## src/rtl/rc4_pkg.sv

```systemverilog
`timescale 1ns / 1ps

package rc4_pkg;

  localparam int KEY_BYTES_DEF = 256;
  localparam int PERM_DEPTH    = 256;

  typedef logic [7:0] byte_t;

  typedef struct packed {
    logic  clr;
    logic  we;
    byte_t waddr;
    byte_t wdata;
    logic  re;
    byte_t raddr;
  } perm_req_t;

  typedef struct packed {
    logic  we;
    byte_t waddr;
    byte_t wdata;
    logic  re;
    byte_t raddr;
  } key_req_t;

endpackage

```

## src/rtl/rc4_key_ram.sv

```systemverilog
`timescale 1ns / 1ps

module rc4_key_ram import rc4_pkg::*; #(
  parameter int KEY_BYTES = KEY_BYTES_DEF
) (
  input  logic     clk,
  input  key_req_t req,
  output byte_t    rdata
);

  localparam int KAW = (KEY_BYTES > 1) ? $clog2(KEY_BYTES) : 1;

  byte_t mem [KEY_BYTES];
  byte_t rdata_r;

  always_ff @(posedge clk) begin
    if (req.we) begin
      mem[req.waddr[KAW-1:0]] <= req.wdata;
    end
    if (req.re) begin
      rdata_r <= mem[req.raddr[KAW-1:0]];
    end
  end

  assign rdata = rdata_r;

endmodule

```

## config.mk

```make
export PLATFORM = sky130hd
export DESIGN_NAME = rc4_key_ram
export DESIGN_NICKNAME = d
export VERILOG_FILES = /design/src/rtl/rc4_pkg.sv /design/src/rtl/rc4_key_ram.sv
export SDC_FILE = /design/constraint.sdc
export NUM_CORES = 2
export LEC_CHECK = 0
export BUFFER_PORTS_ARGS = -buffer_cell sky130_fd_sc_hd__buf_2
export CAP_MARGIN = 20
export CORE_UTILIZATION = 63
export CTS_CLUSTER_SIZE = 10
export DETAILED_ROUTE_END_ITERATION = 7
export PLACE_DENSITY = 0.79
export SETUP_SLACK_MARGIN = 0.2
export SLEW_MARGIN = 25
export SYNTH_ARGS = -nofsm -noshare
export SYNTH_HDL_FRONTEND = slang
export SYNTH_SLANG_ARGS = --single-unit
```

## constraint.sdc

```tcl
create_clock -name clk -period 2.7 [get_ports clk]
set_clock_uncertainty 0.1 [all_clocks]
set_input_delay 0.135 -clock clk [delete_from_list [all_inputs] [get_ports clk]]
set_output_delay 0.135 -clock clk [all_outputs]
set_load 0.05 [all_outputs]
```

# Word level (Yosys, flattened, before mapping)
# Memories as Yosys holds them, arrays and structs flattened. A register that Yosys moved wholly into a read port is not among the register bits.
# Cells that the tools add are included.
# classes
muxes,2
# op_table
operator,n
1-bit two-way mux,2
# word_totals
ff_bits,0
ramBits,2048
input_bits,27
out_inout_bits,8
wordCells,3
n_memories,1
# memory_table
name,words,word_bits,rd,rd_ports_with_merged_regs,wr,line,rtl
mem,256,8,1,1,1,rc4_key_ram.sv:13,byte_t mem [KEY_BYTES];

# Logic depth before layout (Yosys ltp)
# depth
ltp_word,2
depth_mapped,11
mapped_depth_nobuf,6

# Worst setup path after synthesis
# No wires, ideal clock.
# synth_timing
path_type,input to register
startpoint,in req[0] (netlist name)
endpoint,"reg rdata_r[2], in the netlist rdata[2] (read register of mem), data pin"
setup_ps,269
arrival_time_ps,1942
t_required_ps,2331
setup_slack_ps,389
path_stages,9
n_path_buf,4
cell_sequence,buf_6 -> buf_12 -> buf_8 -> buf_2 -> mux4_2 -> a22oi_1 -> a21oi_1 -> nor4_1 -> nor4_2
# synth_lines
item,line,rtl
"start, declared",rc4_key_ram.sv:7,"input key_req_t req,"
"end, declared",rc4_key_ram.sv:14,byte_t rdata_r;

==> summary.md <==
| Metric | Value |
|---|---|
| Global-route wire length before repair | `between 200000 and 300000 µm` |
| Initial core utilization | `0.6342` |
| Num rows | `130` |
| CP max FO | `1` |
| Fraction of layout cells with a size suffix above 1 | `0.3109` |
| H-tree levels | `4` |
| Drt wl/cell | `between 30 and 40 µm` |
| Maximum resistive drop on vdd | `0.7394 mV` |
| Core area | `125600 µm²` |
| Drt first-iter violations | `7036` |
| Worst-Margin Slew | `roughly 1.1 ns` |
| Chip height | `about 360 µm` |
| Post-CTS setup buffers | `0` |
| Final total power | `around 65 mW` |
| Vias in the first global route | `around 44000` |
| CTS sink count | `about 2100` |
| Avg Cell Area, Syn | `21.33 µm²` |
| Min cycle time layout | `~2.5 ns` |
| Root Buffer Master | `clkbuf_16` |
| Post-DP HPWL | `roughly 120000 µm` |
| CP Data Arrival Time | `3.03 ns` |
| CP required | `roughly 3.2 ns` |
| DRT Pass-1 Iters | `6` |
| Dpl cell area | `between 80000 and 90000 µm²` |
| Area Overhead vs Synth | `15.76%` |
| Layout net count | `between 4000 and 5000` |
| CP Capture Type | `register` |
| Longest Clk Path Bufs | `3` |
| Post-route design area | `between 90000 and 100000 µm²` |
| Die Wd | `357.5 µm` |
| Sequential share of the synthesized area | `0.7753` |
| CTS clk-pin slew, worst paths | `~0.060 ns` |
| Slew headroom | `0.2966` |
| Yosys warnings | `0` |
| GP Congestion | `approximately 0.93` |
| CTS tree | `yes` |
| Final Hold Viols | `0` |
| RSZ-0062 raised after global routing | `true` |
| # IOs | `35` |
| Inst Count DP | `roughly 5800` |
| Die area | `around 130000 µm²` |
| Hold_ws | `~0.20 ns` |
| Final non-filler cell total | `between 6000 and 7000` |
| Initial antenna violation count | `12` |
| Commonest non-fill, non-tap cell in the layout | `edfxtp_1` |
| Post-route ant nets | `0` |
| Clock Latency Late Sink | `roughly 0.85 ns` |
| Routed WL | `~210000 µm` |
| Mapped cell area | `79640 µm²` |
| Most frequent cells in the layout | `edfxtp_1 (2056), buf_4 (506), mux4_2 (454), nor2_1 (274), clkbuf_16 (228)` |
| Crit Path Class | `reg -> reg` |
| Synth unique cells | `54` |
| Max cap viols | `0` |
| Largest net degree at the start of global routing | `~100` |
| Final Core Density | `0.7341` |
| Synthesized net count | `approximately 3800` |
| Drt drc | `0` |
| Final Max Slew Viols | `0` |
| Setup crit start kind | `register` |
| Status | `complete, no violations` |
| Fillers | `~6600` |
| Vias/cell | `between 7 and 8` |
| Final Setup Violations | `0` |
| Gate Count Post-Synth | `roughly 3700` |
| Power Dens Cells | `around 710 nW/µm²` |
| Total CTS buffers | `224` |
| GRT overflow | `0` |
| Leak | `just under 30 nW` |
| Vias | `about 43000` |
| Number of port buffers | `34` |
| FMAX | `392.6 MHz` |
| Total track usage | `0.3334` |
| Hold crit path type | `in -> reg` |
| Final worst-path cycle share | `0.9433` |
| FF+latch count, synth | `2056` |
-- flip-flops by register name, summed over array words and instances, names as in the netlist --
name	cells
rdata	8
mem	2048
-- power breakdown --
group / leakage [nW] / switching, mW / internal (mW)
combinational: 8.34 / 2.29 / 1.43
clock: 2.90 / 11.4 / 14.9
sequential: 18.5 / 0.0545 / 35.2
total: 29.7 / 13.8 / 51.5
-- final cells by class --
cell class	count	area, µm²	share of cell area
Sequential cell	2056	61740	0.6697
Multi-Input combinational cell	1442	16780	0.1820
Inverter	2	7.507	0.00008144
Clock inverter	13	190.2	0.002063
Antenna cell	6	15.01	0.0001629
Timing Repair Buffer	630	5667	0.06147
Clock buffer	232	5720	0.06206
Tap cell	1650	2064	0.02240
-- final timing paths --
check        startpoint        to  slack (ns)  cells past startpoint
max          mem[71][1]  rdata[1]        0.15                      6
min              req[8]  rdata[4]        0.20                      2
max reg2reg  mem[71][1]  rdata[1]        0.15                      6
min reg2reg  mem[41][3]  rdata[3]        1.11                      7
-- worst max-delay path, stage by stage, from the launching register on --
cell	delay, ns
edfxtp_1	0.40
mux4_2	0.53
mux4_2	0.53
nor2b_1	0.20
nor4_2	0.28
buf_4	0.19
nor4_1	0.05
-- timing repair --
action	4_1_cts	5_1_grt
gates resized for setup	36	15
setup endpoints to repair	8	24
hold buffers	20	0
pin swaps	9	8
endpoints found under the hold margin	1128	0
-- synthesized netlist by cell type (all sizes together) --
cell,n,area [µm²]
nand4,10,62.56
mux2i,134,1341
o211ai,10,75.07
nor2b,31,193.9
and3,1,6.260
nor2,282,1059
a221oi,14,128.9
a22o,8,70.07
o221ai,47,417.9
a211oi,16,120.1
inv,1,3.750
a311oi,2,17.52
mux2,1,11.26
and2,6,37.54
mux4,456,10280
edfxtp,2056,61740
or2b,1,7.510
and3b,2,17.52
nand2,33,123.9
clkinv,1,3.750
nor3,22,110.1
or2,4,25.02
o32ai,5,51.30
nand3,34,170.2
nor4b,1,8.760
clkbuf,111,416.7
or3b,1,8.760
a21boi,1,7.510
a21oi,96,480.5
nand3b,2,15.01
o311ai,1,8.760
nor3b,1,7.510
o22ai,28,175.2
a22oi,133,998.5
a2111oi,5,52.55
a31oi,2,12.51
nor4,27,187.7
nand2b,8,50.05
o21ai,12,60.06
buf,122,1032
o22a,5,43.79
-- per-stage QoR --
step	worst slack, ns	setup TNS, ns
after floorplan	0.3889	0
after global placement	-0.5440	-3.129
after detailed placement	-0.6801	-3.769
after CTS	0.1690	0
after global routing	0.1282	0
final	0.1530	0
-- logic make-up after synthesis --
| logic type | synth area share |
|---|---|
| multiplexers | 0.1460 |
| flip-flops | 0.7753 |
| AND/OR/NAND/NOR | 0.02625 |
| AO/OA/AOI/OAI | 0.03416 |
| buffers and inverters | 0.01829 |
-- per-layer routing --
metal,share of wire,up-vias,GRT usage
li1,-,16820,-
met1,0.33,22100,0.4475
met2,0.48,3698,0.5212
met3,0.13,669,0.08463
met4,0.053,14,0.1574
met5,0.00044,-,0
No activity file was read; power rests on OpenSTA's default activity.
