[config.mk]
export PLATFORM = sky130hd
export DESIGN_NAME = rc4_perm_ram
export DESIGN_NICKNAME = d
export VERILOG_FILES = /design/src/rtl/rc4_pkg.sv /design/src/rtl/rc4_perm_ram.sv
export SDC_FILE = /design/constraint.sdc
export NUM_CORES = 2
export LEC_CHECK = 0
export BUFFER_PORTS_ARGS = -buffer_cell sky130_fd_sc_hd__buf_2
export CAP_MARGIN = 25
export CORE_UTILIZATION = 50
export DETAILED_ROUTE_END_ITERATION = 6
export GPL_TIMING_DRIVEN = 0
export PLACE_DENSITY_LB_ADDON = 0.15
export SYNTH_ARGS = -nofsm -noshare
export SYNTH_HDL_FRONTEND = slang
export SYNTH_SLANG_ARGS = --single-unit
[constraint.sdc]
create_clock -name clk -period 5.5 [get_ports clk]
set_input_delay 1.1 -clock clk [delete_from_list [all_inputs] [get_ports clk]]
set_output_delay 1.1 -clock clk [all_outputs]
set_load 0.01 [all_outputs]
[src/rtl/rc4_pkg.sv]
`timescale 1ns / 1ps

package rc4_pkg;

  localparam int KEY_BYTES_DEF = 256;
  localparam int PERM_DEPTH    = 256;

  typedef logic [7:0] byte_t;

  typedef struct packed {
    logic  clr;
    logic  we;
    byte_t waddr;
    byte_t wdata;
    logic  re;
    byte_t raddr;
  } perm_req_t;

  typedef struct packed {
    logic  we;
    byte_t waddr;
    byte_t wdata;
    logic  re;
    byte_t raddr;
  } key_req_t;

endpackage

[src/rtl/rc4_perm_ram.sv]
`timescale 1ns / 1ps

module rc4_perm_ram import rc4_pkg::*; (
  input  logic      clk,
  input  logic      rst_n,
  input  perm_req_t req,
  output byte_t     rdata
);

  byte_t                 mem [PERM_DEPTH];
  logic [PERM_DEPTH-1:0] valid_r;
  byte_t                 rdata_r;

  // entry without valid bit reads as its own index (identity)
  always_ff @(posedge clk) begin
    if (!rst_n) begin
      valid_r <= '0;
    end else if (req.clr) begin
      valid_r <= '0;
    end else if (req.we) begin
      valid_r[req.waddr] <= 1'b1;
    end
  end

  // read-before-write
  always_ff @(posedge clk) begin
    if (req.we) begin
      mem[req.waddr] <= req.wdata;
    end
    if (req.re) begin
      rdata_r <= valid_r[req.raddr] ? mem[req.raddr] : req.raddr;
    end
  end

  assign rdata = rdata_r;

endmodule

* Yosys cells after proc, flatten, opt, wreduce, memory -nomap -nowiden
Memory sizes are Yosys's and may differ from the RTL's.
Cells that the tools add are included.
** Storage, ports and cells
- Register bits :: 264
- Latch bits :: 0
- Bits in writable memories :: 2048
- Memory bits (read-only) :: 0
- Input bits :: 29
- Output and inout bits :: 8
- Logic and storage cells :: 17
- Memories :: 1
** Cells by class
- Add/sub/neg operators :: 0
- Multiply operators :: 0
- Divide/modulo/power cells :: 0
- Magnitude comparators :: 3
- Equality and inequality tests :: 0
- Shifts and indexed selects :: 0
- Multiplexer cells :: 7
- Bitwise operators :: 2
- Reductions and logical operators :: 2
** Memories
- mem :: depth 256, width 8, read ports 1, clocked after memory_dff 0, wr ports 1, line rc4_perm_ram.sv:10 : byte_t mem [PERM_DEPTH];
** Operators with widths (number)
- OR 256 bit :: 1
- less-than comparator 8 x 9 -> 1 bit (second input constant) :: 2
- binary-select mux 1 bit (select 8 bit) :: 1
- demux 1 bit (select 8 bit) :: 1
- greater-or-equal comparator 8 x 1 -> 1 bit (second input constant) :: 1
- 2-to-1 mux 8 bit :: 1
- 2-to-1 mux 1 bit :: 4
- OR reduction 2 bit :: 1
- logical AND 1 bit :: 1
- inverter 1 bit :: 1

* Logic depth before layout (Yosys ltp)
- Depth in word-level cells :: 5
- Depth in mapped cells :: 13
- Depth with buffers taken out :: 7

* Worst setup path before layout
Ideal clock, no wire load.
- Path kind :: input to register
- Start point :: input port req[0] in the netlist's numbering
- End point :: register rdata_r[0] (netlist: rdata[0]) (data pin)
- Setup time :: 0.260 ns
- Arrival :: 3.361 ns
- Data required time :: 5.240 ns
- Setup slack :: 1.879 ns
- Stages :: 11
- Buffers on the path :: 4
- Cells stage by stage :: buf_6 -> buf_6 -> buf_2 -> buf_4 -> mux2_2 -> a221oi_1 -> nand3_1 -> a21oi_1 -> o221ai_1 -> nand2_4 -> mux2_4
** On the way
- Word-level cells in the longest chain between the ends :: 3
- Elaborated cells on any way between the ends :: 4
- Classes of those cells :: mux: 3; memory: 1
** Ends and longest elaborated chain
- from (decl) :: line rc4_perm_ram.sv:6 : input perm_req_t req,
- binary-select mux 1 bit (select 8 bit) :: line rc4_perm_ram.sv:31 : rdata_r <= valid_r[req.raddr] ? mem[req.raddr] : req.raddr;
- 2-to-1 mux 1 bit (implied by the code) :: line rc4_perm_ram.sv:31
- 2-to-1 mux 8 bit * :: line rc4_perm_ram.sv:31
- to (signal assigned) :: line rc4_perm_ram.sv:31
- to (decl) :: line rc4_perm_ram.sv:12 : byte_t rdata_r;
Every way passes the cells marked *; elsewhere a longest branch is shown, timed or not. The select of a mux whose other input is x is not followed.
A chain may end at the register's enable or synchronous reset.

* Final worst setup path
- Start point :: input port req[1] in the netlist's numbering
- End point :: register rdata_r[7] (netlist: rdata[7]) (data pin)
Same word-level chain as after synthesis.

==> results.yml <==
cells_and_area:
  fin_cells: 7490
  drive_above_1_share_pct: 25.4
  design_area_sq_mm: 0.102
  utilization_pct: 57.5
  nNetsFinal: 4958
  register_area_sq_mm: 0.0669
  area_growth_pct: 14.1
  multi_input_area_sq_mm: 0.0207
  nFillCells: 13274
critical_path:
  worstRegToRegCells: 7
  r2r-end: "rdata[6]"
  cp-end-kind: "flip-flop"
  required_ns: 6.10
  r2r_setup_slack_ns: 2.21
  worstSetupStartpointType: "input pin"
  criticalPathCategory: "in2reg"
  cp_max_fo: 10
  crit_arrival_ns: 5.95
  r2r-start: "mem[175][6]"
route:
  routed_wl_mm: 280
  first_iter_violations: 7839
  avgViaCountPerCell: 6.51
  via_count: 48738
  drc: 2
  dr.pass1.iters: 7
  ant_nets: 0
  routedWlPerCell_um: 37.3
sta:
  fin_ws_ns: 0.147
  hold_viol: 0
  max_freq_mhz: 187
  setup_violations: 0
  min_period_ns: 5.35
  skew_ns: 0.0337
  slew_violations: 0
  rsz0062_at_grt: "false"
  slew_headroom_pct: 23.7
  post-route-period-util_pct: 97.3
  tightest_slew_ns: 1.14
floorplanning:
  rows: 154
  core_sq_mm: 0.176
  io_pins: 37
  die_h_um: 424
  initial_core_util_pct: 50.4
  die-area_sq_mm: 0.180
  die_x_um: 424
yosys:
  yosys_warnings: 0
  netlist-cell-type-count: 54
  synthTopCellsByCount: "edfxtp_1 (2056), nor2_1 (748), mux4_2 (583), dfxtp_1 (256), clkbuf_1 (143)"
  synthTopCellsByArea: "edfxtp_1 (69%), mux4_2 (15%), dfxtp_1 (5.8%)"
  avgSynthCellArea_sq_um: 19.6
  synthFlopType: "edfxtp_1"
  synth_seq_cells: 2312
  yosysMostFrequentCell: "edfxtp_1"
  ys_seq_area_share_pct: 75.1
  syn_area_sq_mm: 0.0890
  synth_async_sr_flop_share_pct: 0
  synth_top_area_share_pct: 69.4
  synthCells: 4532
  synth_edf_count: 2056
  synth_largest_area_cell: "edfxtp_1"
  synth_nets: 4561
placement:
  postPlaceCellArea_sq_mm: 0.0935
  dp_cells: 7000
  io_buffers: 29
  pre_cts_slack_ns: -0.501
  place.gp.congestion: 1.02
  dp_hpwl_mm: 187
grt:
  grt_antenna_before_repair: 23
  grt_pass1_vias: 46577
  grt_overflow: 0
  grt_max_degree: 171
  track_usage_pct: 31.2
  grt_pass1_wl_mm: 380
status:
  status: "finished with violations"
  violations: "design-rule violations"
job:
  maxCapViolations: 0
power_and_ir_drop:
  leakagePower_nw: 32.0
  power.density_mw_per_mm2: 365
  ir_worst_vdd_uv: 374
clock_tree:
  insertion_delay_ns: 0.89
  numCtsBuffers: 227
  clkSlewWorstSetupHoldPaths_ns: 0.06
  post-cts-setup-buffers: 0
  clock_path_buffers: 3
  htreeDepth: 4
  cts_root_buffer: "clkbuf_16"
  cts_tree: "yes"
  cts_resized: 0
  numClockSinks: 2312
  cts_hold_buffers: 0
worst_hold_path:
  hp-class: "reg2reg"
  hold_end: "valid_r[74]"
  hold_depth: 2
  worstHoldStart: "valid_r[74]"
==> through the flow <==
step                total power [mW]  TNS [ns]  hold WS (ns)
floorplan                       20.5         0         0.433
global placement                21.5    -23.54         0.444
detailed placement              21.6     -3.43         0.454
CTS                             37.1         0         0.468
global route                    37.8         0         0.484
finish                          37.1         0         0.465
==> layout by cell type (no fill, tap or decap), drive strengths merged, types with 3 or more instances in the layout <==
cell type,n
nand3,49
edfxtp,2056
clkbuf,468
a221oi,19
inv,13
mux2,68
a31oi,4
bufinv,16
nand2,37
a22oi,58
a21oi,23
nor4b,3
mux4,583
nor3,5
nor3b,9
dfxtp,256
a22o,15
o211ai,14
o21ai,15
buf,296
nor2,748
diode,16
nor4,45
o21ba,29
nand4,8
o221ai,32
mux2i,93
nand2b,6
o22ai,46
clkinv,85
nor2b,16
==> area by class of cell <==
| type | count | share of cell area, % |
|---|---|---|
| sequential | 2312 | 65.8 |
| buffer | 273 | 1.42 |
| inverter | 4 | 0.0148 |
| timing repair buffer | 168 | 1.86 |
| clock buffer | 323 | 6.43 |
| multi-input combinational | 1943 | 20.4 |
| tap | 2340 | 2.88 |
| clock inverter | 111 | 1.09 |
| antenna | 16 | 0.0394 |
==> layer usage <==
layer	wire length, um	track usage (%)
met5	151	0.430
met4	12600	13.1
met3	30800	7.49
met2	129000	47.4
met1	107000	43.6
==> flip-flops by register name (all words and copies together), names as in the netlist <==
| signal | cells |
|---|---|
| mem | 2048 |
| rdata | 8 |
| valid_r | 256 |
==> critical path, stage by stage <==
cell      delay [ns]
buf_2           0.13
buf_4           0.32
buf_2           0.55
clkbuf_1        0.84
buf_2           0.75
mux4_2          0.35
mux2i_1         0.07
o22ai_1         0.45
nor3_1          0.21
a22oi_1         0.37
o311ai_1        0.18
a21boi_1        0.59
==> where the power goes <==
| part | switching [mW] | leakage (nW) | total [mW] | internal, mW |
|---|---|---|---|---|
| combinational | 1.45 | 7.74 | 2.10 | 0.650 |
| clock | 6.79 | 3.76 | 15.8 | 9.04 |
| sequential | 0.00956 | 20.5 | 19.1 | 19.1 |
| total | 8.25 | 32.0 | 37.1 | 28.8 |
==> cells by family after synthesis <==
logic type,Yosys count,synth area share [%]
AO/OA/AOI/OAI,262,2.21
buffers and inverters,277,1.61
flip-flops,2312,75.1
multiplexers,744,16.7
AND/OR/NAND/NOR,937,4.39
==> how the worst max path moves through the flow <==
stage / startpoint / endpoint / cells past startpoint
6_report: req[1] / rdata[7] / 12
5_1_grt: req[1] / rdata[2] / 11
4_1_cts: req[1] / rdata[2] / 11
3_5_place_dp: req[1] / rdata[2] / 11
3_3_place_gp: req[1] / rdata[7] / 11
2_1_floorplan: req[0] / rdata[0] / 11
Power figures use the tool's default switching activity.
