$ cat config.mk
export PLATFORM = sky130hd
export DESIGN_NAME = rc4_adder
export DESIGN_NICKNAME = d
export VERILOG_FILES = /design/src/rtl/rc4_pkg.sv /design/src/rtl/rc4_adder.sv
export SDC_FILE = /design/constraint.sdc
export NUM_CORES = 1
export LEC_CHECK = 0
export BUFFER_PORTS_ARGS = -buffer_cell sky130_fd_sc_hd__buf_2
export CORE_AREA = 2 2 39 41
export DETAILED_ROUTE_END_ITERATION = 16
export DIE_AREA = 0 0 41 43
export PLACE_DENSITY = 0.75
export RECOVER_POWER = 100
export SYNTH_ARGS = -nofsm -noshare
export SYNTH_HDL_FRONTEND = slang
export SYNTH_SLANG_ARGS = --single-unit
$ cat constraint.sdc
create_clock -name vclk -period 1.7
set_input_delay 0 -clock vclk [all_inputs]
set_output_delay 0 -clock vclk [all_outputs]
set_load 0.05 [all_outputs]
$ cat src/rtl/rc4_pkg.sv
`timescale 1ns / 1ps

package rc4_pkg;

  localparam int KEY_BYTES_DEF = 256;
  localparam int PERM_DEPTH    = 256;

  typedef logic [7:0] byte_t;

  typedef struct packed {
    logic  clr;
    logic  we;
    byte_t waddr;
    byte_t wdata;
    logic  re;
    byte_t raddr;
  } perm_req_t;

  typedef struct packed {
    logic  we;
    byte_t waddr;
    byte_t wdata;
    logic  re;
    byte_t raddr;
  } key_req_t;

endpackage

$ cat src/rtl/rc4_adder.sv
`timescale 1ns / 1ps

module rc4_adder import rc4_pkg::*; (
  input  byte_t a,
  input  byte_t b,
  input  byte_t c,
  output byte_t sum
);

  // mod-256 three-operand add shared by the index updates
  assign sum = a + b + c;

endmodule

# Word level (Yosys, flattened, before mapping)
# Cells that the tools add are included.
# totals
regBits	0
output_inout_bits	8
wordCells	2
# classes
n_addsub	2
# ops
op	n
$add A8 B8 Y8	2

# Depth between registers and ports, before layout
# Gate-level depths: netlist (run 1).
# logic_depth
ltp_word	2
mapped_depth	10

# Least setup slack after synthesis (run 1)
# No wires, ideal clock.
# synth_path
path_kind	in2out
from	in a[1]
to	out sum[7]
arrival_ns	2.343
t_required_ns	1.700
slack_ns	-0.643
stages	8
cell_sequence	fa_1 ha_1 inv_1 fa_1 nor2b_4 o31a_1 o22ai_2 xnor2_1
# synth_between
elab_chain_len	2
# synth_rtl
item	line	source
from (decl)	rc4_adder.sv:4	input byte_t a,
$add A8 B8 Y8 (2 in a row)	rc4_adder.sv:11	assign sum = a + b + c;
to (decl)	rc4_adder.sv:7	output byte_t sum
# No other way between the ends.

# Final worst setup path (run 1)
# layout_path
from	in c[1]
to	out sum[7]
# layout_between
elab_chain_len	1
# layout_rtl
item	line	source
from (decl)	rc4_adder.sv:6	input byte_t c,
$add A8 B8 Y8	rc4_adder.sv:11	
# No other way between the ends.

==> qor.txt, run 1 <==
antenna diode count: 0
maximum vdd ir drop: 0.635 mV
endpoints failing setup: 3
Initial Utilization: 31.2%
Yosys warning count: 0
final hold violation count: 0
sequential cells: 0
routed length on met1: 294 um
overall routing resource usage: 13.2%
slew margin rel.: 60.9%
switching power total: 0.000474 W
first-iteration detailed-routing DRC count: 0
final critical delay including setup and external delays: 1.93 ns
syn nets: 84
drt wl/cell: 9.84 um
result of the run: finished, violations left
chip width: 41 um
Overflow after GRT: 0
net switching fraction of the power: 57.2%
number of top-level pins: 32
Final Max Tran Viols: 0
leakage dissipation: 0.407 nW
Worst Max-Slew Pin Slew: 0.588 ns
via count of the first global-routing pass: 500
growth of design area from synthesis to finish: 85.2%
Routed Wire Length: 1.01 mm
Internal Pwr Total: 0.000355 W
launch point of the critical path: c[1]
number of antenna violations at the first check in global routing: 0
violated checks: negative setup slack
core region area: 1380 um^2
required time at the worst-slack endpoint: 1.70 ns
metal3 WL: 92 um
count of hold-fix buffers inserted at cts: 0
final worst setup slack: -0.231 ns
category of the critical setup timing path: in -> out
topmost layer with routed signal wires: met3
total via count after detailed routing: 466
Post-Synthesis Cell Area: 432 um^2
part of the Yosys area used for sequential elements: 0%
Reg power frac: 0%
combinational group share of total power: 100.0%
total die area: 1760 um^2
cell count after synthesis: 46
element type at the critical path end: primary output
weighted congestion at the end of routability-driven global placement: 0.688
DRC violations left: 0
highest clock frequency the design can meet: 0.518 GHz
share of cells above drive strength 1: 60.9%
fraction of the core area covered by cells at the end of the flow: 57.8%
first-pass GRT wire length: 1.73 mm
buffers added on ports: 32
syn_area_per_cell: 9.38 um^2
detailed-routed wire length on met2: 626 um
vertical extent of the die: 43 um
post-route worst hold slack: 0.614 ns
startpoint of the tightest hold check path: c[0]
cell area power density: 1040 nW/um^2
arrival time reported for the critical path endpoint: 1.93 ns
final HPWL from detailed placement: 891 um
post-route cell area: 800 um^2
Avg Vias per Cell: 4.52
number of standard-cell rows in the floorplan: 14
Sequential Area: 0 um^2
max cap viols: 0
Distinct cells, synth: 16
hold crit path type: in -> out
number of iterations in the first detailed-routing pass: 1
setup repair after global routing missed its margin: true
final net count: 127
post-placement worst setup slack: -0.461 ns
maximum number of pins on one net before global-route repair: 5
kind of start point of the critical path: input pin
layout clock buffer count: 0
period utilization: 114%
Placed Area: 712 um^2
peak fanout along the critical path: 2
remaining antenna violation count: 0
clock network fraction of design power: 0%
[final cells by class]
cell class / count / area, um^2
fill: 133 / 584
inverter: 10 / 37.5
multi-input combinational: 36 / 479
tap: 16 / 20.0
timing repair buffer: 41 / 263
[timing repair]
action	CTS	global route
pin swaps	11	2
hold endpoints to repair	0	0
endpoints found under the setup margin	4	5
resized for setup	17	0
buffers inserted	3	0
[per-layer routing]
metal,vias to the layer above,global-route usage (%)
met5,-,0
li1,227,-
met3,0,0
met4,0,0
met2,23,29.7
met1,216,11.8
[final timing paths]
kind / endpoint / slack [ns] / depth (start not counted)
setup / recovery: sum[7] / -0.23 / 10
hold / removal: sum[0] / 0.61 / 5
[cells by family after synthesis]
logic type | Yosys count | synth area share (%)
fa+ha+maj | 14 | 54.5
buf+inv | 10 | 8.70
compound gates | 8 | 13.0
xor+xnor | 7 | 14.2
simple gates | 7 | 9.57
[synth_stat cells]
cell type,instances,share of area [%]
sky130_fd_sc_hd__xnor2_1,6,12
sky130_fd_sc_hd__nand2_1,2,1.7
sky130_fd_sc_hd__xor2_1,1,2.0
sky130_fd_sc_hd__nor2b_4,1,3.2
sky130_fd_sc_hd__o21ai_0,1,1.2
sky130_fd_sc_hd__o22ai_2,1,2.9
sky130_fd_sc_hd__o31a_1,1,2.0
sky130_fd_sc_hd__o211ai_1,1,1.7
sky130_fd_sc_hd__inv_1,10,8.7
sky130_fd_sc_hd__or2_2,1,1.5
sky130_fd_sc_hd__a21oi_1,3,3.5
sky130_fd_sc_hd__o21a_1,1,1.7
sky130_fd_sc_hd__nor2b_1,1,1.5
sky130_fd_sc_hd__fa_1,8,37
sky130_fd_sc_hd__ha_1,6,17
sky130_fd_sc_hd__nor2_1,2,1.7
[critical path, stage by stage]
cell	delay, ns
sky130_fd_sc_hd__buf_6	0.09
sky130_fd_sc_hd__fa_1	0.55
sky130_fd_sc_hd__ha_2	0.19
sky130_fd_sc_hd__inv_2	0.04
sky130_fd_sc_hd__fa_2	0.36
sky130_fd_sc_hd__nor2b_4	0.12
sky130_fd_sc_hd__o31a_1	0.18
sky130_fd_sc_hd__o22ai_4	0.10
sky130_fd_sc_hd__xnor2_4	0.13
sky130_fd_sc_hd__buf_6	0.17
[cells in the final DEF (no fill, tap or decap), types with 3 or more instances in the layout]
| cell type | Yosys | final |
|---|---|---|
| sky130_fd_sc_hd__buf_2 | 0 | 23 |
| sky130_fd_sc_hd__buf_4 | 0 | 9 |
| sky130_fd_sc_hd__buf_6 | 0 | 6 |
| sky130_fd_sc_hd__fa_1 | 8 | 7 |
| sky130_fd_sc_hd__ha_1 | 6 | 4 |
| sky130_fd_sc_hd__inv_1 | 10 | 9 |
| sky130_fd_sc_hd__xnor2_2 | 0 | 3 |
[metrics by stage]
step	total power, W	cells	TNS, ns
CTS	0.000838	103	-0.543
finish	0.000829	103	-0.493
floorplan	0.000546	46	-0.258
detailed placement	0.000708	100	-1.17
global placement	0.000698	100	-1.09
global route	0.000887	103	-0.849
[power by group through the flow]
stage / clock network, W / registers (W) / logic [W]
after CTS: 0 / 0 / 0.000838
after global routing: 0 / 0 / 0.000887
after floorplan: 0 / 0 / 0.000546
after detailed placement: 0 / 0 / 0.000708
after global placement: 0 / 0 / 0.000698
final: 0 / 0 / 0.000829
Note: power is estimated with default switching activity, not from simulation.
==> run 2: changes to the inputs <==
- GPL_TIMING_DRIVEN: default -> 0
- REMOVE_ABC_BUFFERS: default -> 1
==> qor.txt, run 2 (same netlist as run 1, synthesis figures left out) <==
highest-count cells in the layout ignoring fill and taps: sky130_fd_sc_hd__buf_2 (23), sky130_fd_sc_hd__inv_1 (9), sky130_fd_sc_hd__fa_1 (7), sky130_fd_sc_hd__buf_4 (7), sky130_fd_sc_hd__xnor2_1 (5)
first-pass GRT wire length: 1.41 mm (-19%)
drt wl/cell: 9.59 um (-2.6%)
post-route cell area: 722 um^2 (-9.7%)
final critical delay including setup and external delays: 1.95 ns (+0.0221 ns)
clock network fraction of design power: 0% (unchanged)
number of antenna violations at the first check in global routing: 0 (unchanged)
placed insts: 94 (-6.0%)
Internal Pwr Total: 0.000284 W (-20%)
core region area: 1380 um^2 (unchanged)
Worst Max-Slew Pin Slew: 0.592 ns (+0.00327 ns)
required time at the worst-slack endpoint: 1.70 ns (about the same)
overall routing resource usage: 10.8% (-2.5 points)
most common cell after layout, fill and taps aside: sky130_fd_sc_hd__buf_2
cell depth of the worst min-delay path: 5 (unchanged)
kind of start point of the critical path: input pin
total die area: 1760 um^2 (unchanged)
chip width: 41 um (unchanged)
fraction of the core area covered by cells at the end of the flow: 52.2% (-5.6 points)
share of cells above drive strength 1: 55.4% (-5.5 points)
category of the critical setup timing path: in -> out
hold crit path type: in -> out
maximum number of pins on one net before global-route repair: 6 (+1)
Total Negative Setup Slacks: -0.598 ns (-0.105 ns)
Reg power frac: 0% (unchanged)
result of the run: finished, violations left
number of top-level pins: 32 (unchanged)
Avg Vias per Cell: 4.51 (-0.42%)
via count of the first global-routing pass: 410 (-18%)
final hold violation count: 0 (unchanged)
final HPWL from detailed placement: 806 um (-9.6%)
final instance count without filler cells: 99 (-3.9%)
peak fanout along the critical path: 2 (unchanged)
weighted congestion at the end of routability-driven global placement: 0.618 (-10%)
violated checks: negative setup slack
highest clock frequency the design can meet: 0.512 GHz (-1.1%)
maximum vdd ir drop: 0.972 mV (+53%)
slew margin rel.: 60.7% (-0.22 points)
final net count: 123 (-3.1%)
Final Max Tran Viols: 0 (unchanged)
Initial Utilization: 31.2% (unchanged)
sequential cells: 0 (unchanged)
vertical extent of the die: 43 um (unchanged)
leakage dissipation: 0.365 nW (-10%)
antenna diode count: 0 (unchanged)
number of iterations in the first detailed-routing pass: 1 (unchanged)
setup repair after global routing missed its margin: true
cell area power density: 996 nW/um^2 (-3.9%)
remaining antenna violation count: 0 (unchanged)
arrival time reported for the critical path endpoint: 1.95 ns (+0.02 ns)
buffers added on ports: 32 (unchanged)
Sequential Area: 0 um^2 (unchanged)
first-iteration detailed-routing DRC count: 0 (unchanged)
total via count after detailed routing: 446 (-4.3%)
DRC violations left: 0 (unchanged)
max cap viols: 0 (unchanged)
element type at the critical path end: primary output
Overflow after GRT: 0 (unchanged)
endpoints failing setup: 5 (+2)
number of standard-cell rows in the floorplan: 14 (unchanged)
layout clock buffer count: 0 (unchanged)
net switching fraction of the power: 60.4% (+3.3 points)
combinational group share of total power: 100.0% (about the same)
period utilization: 115% (+1.3 points)
growth of design area from synthesis to finish: 67.2%
Routed Wire Length: 949 um (-6.4%)
switching power total: 0.000434 W (-8.3%)
final worst setup slack: -0.253 ns (-0.0221 ns)
Placed Area: 612 um^2 (-14%)
[run 2: cell count changes in the layout (fill, tap and decap cells not counted), sizes merged]
cell  change
buf       -4
[run 2: area by class of cell]
cell class	count	area (um^2)
Fill cell	131	662
Multi-Input combinational cell	36	439
Timing Repair Buffer	37	225
Inverter	10	37.5
Tap cell	16	20.0
[run 2: per-stage QoR]
stage | total power [W] | hold WS, ns | setup slack [ns]
final | 0.000719 | 0.560 | -0.253
after global routing | 0.000770 | 0.608 | -0.352
after CTS | 0.000703 | 0.546 | -0.275
after detailed placement | 0.000593 | 0.546 | -0.398
after global placement | 0.000585 | 0.516 | -0.402
after floorplan | 0.000466 | 0.379 | -0.643
[run 2: critical path, cell delays in order]
cell                      delay [ns]
sky130_fd_sc_hd__buf_6          0.09
sky130_fd_sc_hd__fa_1           0.54
sky130_fd_sc_hd__ha_2           0.19
sky130_fd_sc_hd__inv_2          0.04
sky130_fd_sc_hd__fa_2           0.36
sky130_fd_sc_hd__nor2b_4        0.12
sky130_fd_sc_hd__o31a_1         0.16
sky130_fd_sc_hd__o22ai_2        0.07
sky130_fd_sc_hd__xnor2_1        0.16
sky130_fd_sc_hd__buf_4          0.22
[run 2: timing repair]
item / CTS / global route
resized for setup: 15 / 3
hold buffers: 0 / 0
endpoints found under the setup margin: 4 / 5
pin swaps: 12 / 8
setup buffers: 3 / 3
[run 2: worst paths after layout]
kind	start	to	slack (ns)
worst min-delay path	b[7]	sum[7]	0.56
worst max-delay path	c[1]	sum[7]	-0.25
[run 2: layer usage]
metal	wire (um)	track usage, %	vias up	share of wire, %
met2	538	22.2	22	57
met1	298	11.0	204	31
li1	-	-	220	-
met5	0	0	-	0
met3	111	1.05	0	12
met4	0	0	0	0
[run 2: power by group through the flow]
stage | Clock [W] | Sequential (W) | Combinational, W
after detailed placement | 0 | 0 | 0.000593
final | 0 | 0 | 0.000719
after global routing | 0 | 0 | 0.000770
after CTS | 0 | 0 | 0.000703
after floorplan | 0 | 0 | 0.000466
after global placement | 0 | 0 | 0.000585
