===== src/rtl/rc4_pkg.sv =====
`timescale 1ns / 1ps

package rc4_pkg;

  localparam int KEY_BYTES_DEF = 256;
  localparam int PERM_DEPTH    = 256;

  typedef logic [7:0] byte_t;

  typedef struct packed {
    logic  clr;
    logic  we;
    byte_t waddr;
    byte_t wdata;
    logic  re;
    byte_t raddr;
  } perm_req_t;

  typedef struct packed {
    logic  we;
    byte_t waddr;
    byte_t wdata;
    logic  re;
    byte_t raddr;
  } key_req_t;

endpackage


===== src/rtl/rc4_if.sv =====
`timescale 1ns / 1ps

interface rc4_in_if;
  logic       valid;
  logic       ready;
  logic       mode;
  logic [7:0] data_byte;
  logic       last;

  modport source (output valid, output mode, output data_byte, output last, input ready);
  modport sink   (input valid, input mode, input data_byte, input last, output ready);
endinterface

interface rc4_out_if;
  logic       valid;
  logic       ready;
  logic [7:0] out_byte;

  modport source (output valid, output out_byte, input ready);
  modport sink   (input valid, input out_byte, output ready);
endinterface


===== src/rtl/rc4_seq.sv =====
`timescale 1ns / 1ps

module rc4_seq import rc4_pkg::*; #(
  parameter int KEY_BYTES = KEY_BYTES_DEF
) (
  input  logic      clk,
  input  logic      rst_n,
  rc4_in_if.sink    in_ch,
  rc4_out_if.source out_ch,
  output perm_req_t perm_req,
  input  byte_t     perm_rdata,
  output key_req_t  key_req,
  input  byte_t     key_rdata,
  output byte_t     add_a,
  output byte_t     add_b,
  output byte_t     add_c,
  input  byte_t     add_sum
);

  localparam int KAW = (KEY_BYTES > 1) ? $clog2(KEY_BYTES) : 1;
  localparam int KLW = $clog2(KEY_BYTES + 1);

  typedef enum logic [8:0] {
    S_IDLE   = 9'b000000001,
    S_D_RY   = 9'b000000010,
    S_D_SW   = 9'b000000100,
    S_D_OUT  = 9'b000001000,
    S_D_HOLD = 9'b000010000,
    S_K_RI   = 9'b000100000,
    S_K_RJ   = 9'b001000000,
    S_K_W1   = 9'b010000000,
    S_K_W2   = 9'b100000000
  } state_t;

  state_t           state_r, state_nxt;
  byte_t            x_r, x_nxt;
  byte_t            y_r, y_nxt;
  byte_t            i_r, i_nxt;
  byte_t            j_r, j_nxt;
  logic [KAW-1:0]   kidx_r, kidx_nxt;
  logic [KLW-1:0]   key_len_r, key_len_nxt;
  logic             out_valid_r, out_valid_nxt;
  byte_t            out_byte_r, out_byte_nxt;
  byte_t            sx_r, sx_nxt;
  byte_t            sy_r, sy_nxt;
  byte_t            t_r, t_nxt;
  byte_t            data_r, data_nxt;
  byte_t            res_r, res_nxt;
  byte_t            ks;
  logic             accept;
  logic             slot_free;

  assign accept    = in_ch.valid && in_ch.ready;
  assign slot_free = !out_valid_r || out_ch.ready;

  // swapped entries override the stale read of S[sx+sy]; y wins
  assign ks = (t_r == y_r) ? sx_r : ((t_r == x_r) ? sy_r : perm_rdata);

  always_comb begin
    state_nxt     = state_r;
    x_nxt         = x_r;
    y_nxt         = y_r;
    i_nxt         = i_r;
    j_nxt         = j_r;
    kidx_nxt      = kidx_r;
    key_len_nxt   = key_len_r;
    out_valid_nxt = out_valid_r && !out_ch.ready;
    out_byte_nxt  = out_byte_r;
    sx_nxt        = sx_r;
    sy_nxt        = sy_r;
    t_nxt         = t_r;
    data_nxt      = data_r;
    res_nxt       = res_r;
    perm_req      = '0;
    key_req       = '0;
    add_a         = '0;
    add_b         = '0;
    add_c         = '0;
    case (state_r)
      S_IDLE: begin
        if (accept) begin
          if (in_ch.mode) begin
            x_nxt          = x_r + 8'd1;
            perm_req.re    = 1'b1;
            perm_req.raddr = x_r + 8'd1;
            data_nxt       = in_ch.data_byte;
            state_nxt      = S_D_RY;
          end else begin
            if (key_len_r < KLW'(KEY_BYTES)) begin
              key_req.we    = 1'b1;
              key_req.waddr = 8'(key_len_r[KAW-1:0]);
              key_req.wdata = in_ch.data_byte;
              key_len_nxt   = key_len_r + KLW'(1);
            end
            if (in_ch.last) begin
              perm_req.clr = 1'b1;
              x_nxt        = '0;
              y_nxt        = '0;
              i_nxt        = '0;
              j_nxt        = '0;
              kidx_nxt     = '0;
              state_nxt    = S_K_RI;
            end
          end
        end
      end
      S_D_RY: begin
        add_a          = y_r;
        add_b          = perm_rdata;
        y_nxt          = add_sum;
        sx_nxt         = perm_rdata;
        perm_req.re    = 1'b1;
        perm_req.raddr = add_sum;
        state_nxt      = S_D_SW;
      end
      S_D_SW: begin
        add_a          = sx_r;
        add_b          = perm_rdata;
        t_nxt          = add_sum;
        sy_nxt         = perm_rdata;
        perm_req.we    = 1'b1;
        perm_req.waddr = x_r;
        perm_req.wdata = perm_rdata;
        perm_req.re    = 1'b1;
        perm_req.raddr = add_sum;
        state_nxt      = S_D_OUT;
      end
      S_D_OUT: begin
        perm_req.we    = 1'b1;
        perm_req.waddr = y_r;
        perm_req.wdata = sx_r;
        if (slot_free) begin
          out_valid_nxt = 1'b1;
          out_byte_nxt  = data_r ^ ks;
          state_nxt     = S_IDLE;
        end else begin
          res_nxt   = data_r ^ ks;
          state_nxt = S_D_HOLD;
        end
      end
      S_D_HOLD: begin
        if (slot_free) begin
          out_valid_nxt = 1'b1;
          out_byte_nxt  = res_r;
          state_nxt     = S_IDLE;
        end
      end
      S_K_RI: begin
        perm_req.re    = 1'b1;
        perm_req.raddr = i_r;
        key_req.re     = 1'b1;
        key_req.raddr  = 8'(kidx_r);
        state_nxt      = S_K_RJ;
      end
      S_K_RJ: begin
        add_a          = j_r;
        add_b          = perm_rdata;
        add_c          = key_rdata;
        j_nxt          = add_sum;
        sx_nxt         = perm_rdata;
        perm_req.re    = 1'b1;
        perm_req.raddr = add_sum;
        state_nxt      = S_K_W1;
      end
      S_K_W1: begin
        perm_req.we    = 1'b1;
        perm_req.waddr = i_r;
        perm_req.wdata = perm_rdata;
        state_nxt      = S_K_W2;
      end
      S_K_W2: begin
        perm_req.we    = 1'b1;
        perm_req.waddr = j_r;
        perm_req.wdata = sx_r;
        i_nxt          = i_r + 8'd1;
        // key index wraps at key length; zero length acts as one
        if (KLW'(kidx_r) + KLW'(1) >= key_len_r) begin
          kidx_nxt = '0;
        end else begin
          kidx_nxt = kidx_r + KAW'(1);
        end
        if (i_r == 8'hFF) begin
          key_len_nxt = '0;
          state_nxt   = S_IDLE;
        end else begin
          state_nxt = S_K_RI;
        end
      end
      default: begin
        state_nxt = S_IDLE;
      end
    endcase
  end

  always_ff @(posedge clk) begin
    if (!rst_n) begin
      state_r     <= S_IDLE;
      x_r         <= '0;
      y_r         <= '0;
      i_r         <= '0;
      j_r         <= '0;
      kidx_r      <= '0;
      key_len_r   <= '0;
      out_valid_r <= 1'b0;
    end else begin
      state_r     <= state_nxt;
      x_r         <= x_nxt;
      y_r         <= y_nxt;
      i_r         <= i_nxt;
      j_r         <= j_nxt;
      kidx_r      <= kidx_nxt;
      key_len_r   <= key_len_nxt;
      out_valid_r <= out_valid_nxt;
    end
  end

  always_ff @(posedge clk) begin
    out_byte_r <= out_byte_nxt;
    sx_r       <= sx_nxt;
    sy_r       <= sy_nxt;
    t_r        <= t_nxt;
    data_r     <= data_nxt;
    res_r      <= res_nxt;
  end

  assign in_ch.ready     = (state_r == S_IDLE);
  assign out_ch.valid    = out_valid_r;
  assign out_ch.out_byte = out_byte_r;

`ifndef NO_ASSERTIONS
  a_key_len_bound: assert property (@(posedge clk) disable iff (!rst_n)
    key_len_r <= KLW'(KEY_BYTES))
    else $error("key length above key store size");

  a_kidx_in_key: assert property (@(posedge clk) disable iff (!rst_n)
    (state_r == S_K_RI) |-> (KLW'(kidx_r) < key_len_r || key_len_r == '0))
    else $error("key index outside stored key");

  a_sched_end: assert property (@(posedge clk) disable iff (!rst_n)
    (state_r == S_K_W2 && i_r == 8'hFF) |=> (state_r == S_IDLE && key_len_r == '0))
    else $error("key schedule did not end cleanly");

  a_out_source: assert property (@(posedge clk) disable iff (!rst_n)
    $rose(out_valid_r) |-> ($past(state_r) == S_D_OUT || $past(state_r) == S_D_HOLD))
    else $error("result raised outside data completion");
`endif

endmodule


===== src/flat_wrapper.sv =====
// flat-port wrapper written by rule: the top's interface ports become plain ports
module rc4_seq_flat import rc4_pkg::*;
#(
  parameter int KEY_BYTES = KEY_BYTES_DEF
)
  (clk, rst_n, perm_req, perm_rdata, key_req, key_rdata, add_a, add_b, add_c, add_sum, in_ch_valid, in_ch_mode, in_ch_data_byte, in_ch_last, in_ch_ready, out_ch_valid, out_ch_out_byte, out_ch_ready);
  rc4_in_if in_ch_i ();
  rc4_out_if out_ch_i ();
  input  logic clk;
  input  logic rst_n;
  output perm_req_t perm_req;
  input  byte_t perm_rdata;
  output key_req_t key_req;
  input  byte_t key_rdata;
  output byte_t add_a;
  output byte_t add_b;
  output byte_t add_c;
  input  byte_t add_sum;
  input wire logic [$bits(in_ch_i.valid)-1:0] in_ch_valid;
  input wire logic [$bits(in_ch_i.mode)-1:0] in_ch_mode;
  input wire logic [$bits(in_ch_i.data_byte)-1:0] in_ch_data_byte;
  input wire logic [$bits(in_ch_i.last)-1:0] in_ch_last;
  output wire logic [$bits(in_ch_i.ready)-1:0] in_ch_ready;
  output wire logic [$bits(out_ch_i.valid)-1:0] out_ch_valid;
  output wire logic [$bits(out_ch_i.out_byte)-1:0] out_ch_out_byte;
  input wire logic [$bits(out_ch_i.ready)-1:0] out_ch_ready;
  assign in_ch_i.valid = in_ch_valid;
  assign in_ch_i.mode = in_ch_mode;
  assign in_ch_i.data_byte = in_ch_data_byte;
  assign in_ch_i.last = in_ch_last;
  assign in_ch_ready = in_ch_i.ready;
  assign out_ch_valid = out_ch_i.valid;
  assign out_ch_out_byte = out_ch_i.out_byte;
  assign out_ch_i.ready = out_ch_ready;
  rc4_seq #(.KEY_BYTES(KEY_BYTES)) u_core (.clk(clk), .rst_n(rst_n), .in_ch(in_ch_i), .out_ch(out_ch_i), .perm_req(perm_req), .perm_rdata(perm_rdata), .key_req(key_req), .key_rdata(key_rdata), .add_a(add_a), .add_b(add_b), .add_c(add_c), .add_sum(add_sum));
endmodule

===== config.mk =====
export PLATFORM = sky130hd
export DESIGN_NAME = rc4_seq_flat
export DESIGN_NICKNAME = d
export VERILOG_FILES = /design/src/rtl/rc4_pkg.sv /design/src/rtl/rc4_if.sv /design/src/rtl/rc4_seq.sv /design/src/flat_wrapper.sv
export SDC_FILE = /design/constraint.sdc
export NUM_CORES = 1
export LEC_CHECK = 0
export BUFFER_PORTS_ARGS = -buffer_cell sky130_fd_sc_hd__buf_4
export CAP_MARGIN = 20
export CORE_MARGIN = 3
export CORE_UTILIZATION = 35
export CTS_CLUSTER_DIAMETER = 40
export CTS_CLUSTER_SIZE = 40
export DETAILED_ROUTE_END_ITERATION = 12
export HOLD_SLACK_MARGIN = 0.15
export MAX_ROUTING_LAYER = met4
export PLACE_DENSITY_LB_ADDON = 0.2
export SYNTH_ARGS = -nofsm -noshare
export SYNTH_HDL_FRONTEND = slang
export SYNTH_SLANG_ARGS = --single-unit

===== constraint.sdc =====
create_clock -name clk -period 5.55 [get_ports clk]
set_input_delay 1.11 -clock clk [delete_from_list [all_inputs] [get_ports clk]]
set_output_delay 1.11 -clock clk [all_outputs]
set_load 0.01 [all_outputs]

Yosys cells after proc, flatten, opt, wreduce, memory -nomap -nowiden
Index checks and enable logic that the tools add are counted.

Bits in registers: 107. Input port bits: 38. Word-level logic and storage cells: 109.

Add/subtract/negate cells: 5. Order comparisons: 2. Equal/unequal tests: 20. Muxes and demuxes: 44. Bitwise gates (word level): 2. Reduce and logical (&&, ||, !) cells: 22.

Operator list (count): 2-to-1 mux 9 bit (11); 2-to-1 mux 8 bit (11); one-hot mux 9 bit (9 select lines) (1); one-hot mux 8 bit (2 select lines) (5); 2-to-1 mux 17 bit (4); one-hot mux 17 bit (4 select lines) (1); one-hot mux 9 bit (3 select lines) (1); adder 8 x 1 -> 8 bit, second input constant (3); one-hot mux 8 bit (3 select lines) (1); one-hot mux 9 bit (2 select lines) (1); == test 8 bit (2); AND reduction 3 bit (4); AND reduction 4 bit (3); nonzero test 2 bit (5); adder 8 x 1 -> 9 bit, second input constant (1); adder 9 x 1 -> 9 bit, second input constant (1); == test 9 x 1 -> 1 bit, second input constant (1); == test 9 x 2 -> 1 bit, second input constant (1); == test 9 x 3 -> 1 bit, second input constant (1); == test 9 x 4 -> 1 bit, second input constant (1); == test 9 x 5 -> 1 bit, second input constant (1); == test 9 x 6 -> 1 bit, second input constant (1); == test 9 x 7 -> 1 bit, second input constant (1); == test 9 x 8 -> 1 bit, second input constant (1); other kinds (19) (32).

Longest topological paths before layout
Word-level depth: 6. Gate-level depth with buffers: 11.

Worst setup path after synthesis
No wires, ideal clock.

Path kind: register -> output. Start point: reg u_core.state_r[4]. End point: out add_a[7]. Data arrival time: 2.342 ns. Required time: 4.440 ns. Slack: 2.098 ns. Stages on the path, launching flop included: 7. Path buffers: 2. Cell sequence: dfxtp_1 -> nor4_4 -> and4_1 -> clkbuf_1 -> clkbuf_1 -> a222oi_1 -> inv_1.

Word-level cells in the longest chain between the ends: 2. Elaborated cells on any way between the ends: 4.

Ends and longest elaborated chain: start, declared (RTL line rc4_seq.sv:35) `state_t state_r, state_nxt;`; start signal, assigned (RTL line rc4_seq.sv:206) `state_r <= state_nxt;`; == test 9 x 7 -> 1 bit, or another cell as far along (RTL line rc4_seq.sv:79) `case (state_r)`; one-hot mux 8 bit (3 select lines) * (RTL line rc4_seq.sv:79); end, declared (RTL line flat_wrapper.sv:15) `output byte_t add_a;`.

Every way passes the cells marked *; elsewhere a longest branch is shown, timed or not.

==> metrics <==
Startpoint Class flop; post-synthesis adder-cell area fraction 0.0280; Ys Warns 0; Area growth syn-to-layout 24.9%; Max Fclk about 0.24 GHz; Top delay family on crit path simple AND/OR/NAND/NOR gates; WP data arrival about 3.1 ns; Worst R2R Path Depth 4; post-cts gate resize count 0; largest registers u_core.key_len_r: 9 flops, u_core.state_r: 9 flops; worst hold stages 2; H-tree depth 3; # fillers ~1500; cell count along the critical path 6; WL final 17100 um; mux share of post-synthesis cell area 0.0175; most common cell after layout, fill and taps aside buf_4; Mapped Cells between 600 and 700; peak supply drop between 0.15 and 0.2 mV; TritonCTS clock tree done; Worst-path clk slew 0.07 ns; CP required ~4.4 ns; Slew Limit Headroom 0.303; die width between 100 and 150 um; Initial Utilization 0.361; crit path kind reg -> out; Most used DFF post-synth dfxtp_1; Setup Fix Bufs, Post-CTS 0; Post-synth EDFFs 48; Finish-stage setup viols 0; total negative setup slack 0 ns; io pins about 130; FF+latch area 2620 um2; RePlAce Congestion between 0.9 and 1; Rows 46; main combinational cell family by area after synthesis simple AND/OR/NAND/NOR gates; via count 5064; async set-or-reset flop fraction in the synthesized netlist 0; DIE AREA 18200 um2; CP Buf/Inv Count 1; Leak Pwr 0.00302 uW; # diodes 0; DP HPWL between 10000 and 15000 um; syn_nets 661; CTS sink count around 110; Worst Setup End Kind output port; 1st-iter DRT viols between 400 and 500; pwr dens around 230 nW/um2; clock buffer depth 2; crit-path max FO 19; status completed; vias in the first global route roughly 4800; post-synthesis sequential area ratio 0.452; Worst Clk Skew a little over 0.008 ns; cts bufs inserted 9; footprint of the multi-input gates ~3000 um2; chip height approximately 130 um; simple-gate share of the synthesized area 0.217; Synth Area in XOR/XNOR 0.0891; largest net degree at the start of global routing 34; Synth Register Bits around 110; # DRC 0; HP Class reg -> reg; antenna violations before repair 0; IO buf count 124; Tmin final between 4 and 5 ns; cell area after synthesis about 5800 um2; fin. max-slew vios 0; clk root buf clkbuf_16; Nets around 780; Final Total Pwr 1660 uW; Routed WL per cell 18.0 um; gr ovfl total 0; cells along the critical path nor4_4, and4_1, or3_1, nor2_1, nand2_1, buf_4; Final Cycle Share 0.755; commonest cells after routing, fill and taps aside buf_4, nor2_1, dfxtp_1; layout cells sized above 1 0.218; routed vias/inst around 5.4; CP max-delay cell and4_1; Hold Vio Cnt, Final 0; Total Routing Usage GR 0.189; RSZ-0062 raised after global routing no; post-synth cell types 56; DRT antenna net count 0; largest stage delay on the critical path between 0.7 and 0.8 ns; first-pass GRT wire length roughly 26000 um; cts hold-fix bufs 0; first drt pass iteration count 7; max cap viols 0; Syn Area/Cell about 9.5 um2; clock latency on the worst-skew pair between 0.3 and 0.4 ns; measured slew at the worst slew-check pin 1.04 ns; Synth Area in Compound Gates 0.162; Core Box Area roughly 16000 um2
[logic make-up (layout without fill, tap and decap cells)]
group,Yosys count,after routing
simple gates,242,242
fa+ha+maj,13,13
flops,107,107
mux,10,10
buf+inv,51,171
xor+xnor,59,59
compound gates,128,128
[cell type report]
type                            instances  area share
Clock inverter                          7     0.00915
Timing Repair Buffer                  129       0.136
Clock buffer                            9      0.0311
Multi-Input combinational cell        452       0.411
Sequential cell                       107       0.362
Tap cell                              216      0.0373
Inverter                               26      0.0135
[synth_stat cells (all sizes together), types with 11 or more instances]
cell type	number	area [um2]
a21oi	37	189
a221o	11	110
a22o	19	166
a22oi	18	135
and2	33	206
clkbuf	21	78.8
dfxtp	59	1180
edfxtp	48	1440
ha	13	163
inv	26	97.6
nand2	44	165
nand3	13	65.1
nand4	11	83.8
nor2	85	319
nor4	13	96.3
xnor2	24	210
xor2	35	307
[per-layer routing]
metal	up-vias	routed length (um)	track usage
met5	-	0	-
met4	0	291	0.0537
li1	2442	-	-
met3	25	1220	0.0354
met1	2397	7650	0.250
met2	200	7920	0.299
[worst reg2reg max path: stages (launching register included)]
cell,delay (ns)
dfxtp_1,0.39
nor3_1,0.57
nand3_1,0.23
or3b_2,0.71
a21oi_1,0.77
[worst paths after layout]
| check | startpoint | slack, ns | endpoint |
|---|---|---|---|
| hold / removal | u_core.j_r[0]$_SDFFE_PN0P_ | 0.55 | u_core.j_r[0]$_SDFFE_PN0P_ |
| setup / recovery | u_core.state_r[4]$_SDFFE_PN0P_ | 1.36 | perm_req[8] |
| setup reg to reg | u_core.state_r[0]$_SDFFE_PN1P_ | 2.51 | u_core.out_ch.out_byte[4]$_DFFE_PP_ |
| hold reg to reg | u_core.j_r[0]$_SDFFE_PN0P_ | 0.55 | u_core.j_r[0]$_SDFFE_PN0P_ |
[power breakdown]
| group | switching, uW | internal (uW) |
|---|---|---|
| clock network | 322 | 318 |
| registers | 15.6 | 835 |
| logic | 101 | 72.3 |
[metrics by stage]
stage	instances	util	cell area [um2]	hold WS, ns	setup slack [ns]
after floorplan	610	-	5800	0.482	2.10
after global placement	928	0.431	6920	0.508	1.87
after detailed placement	928	0.431	6920	0.529	1.76
after CTS	944	0.449	7210	0.550	1.35
after global routing	946	0.451	7250	0.582	1.17
final	946	0.451	7250	0.553	1.36
No activity file was read; power rests on OpenSTA's default activity.
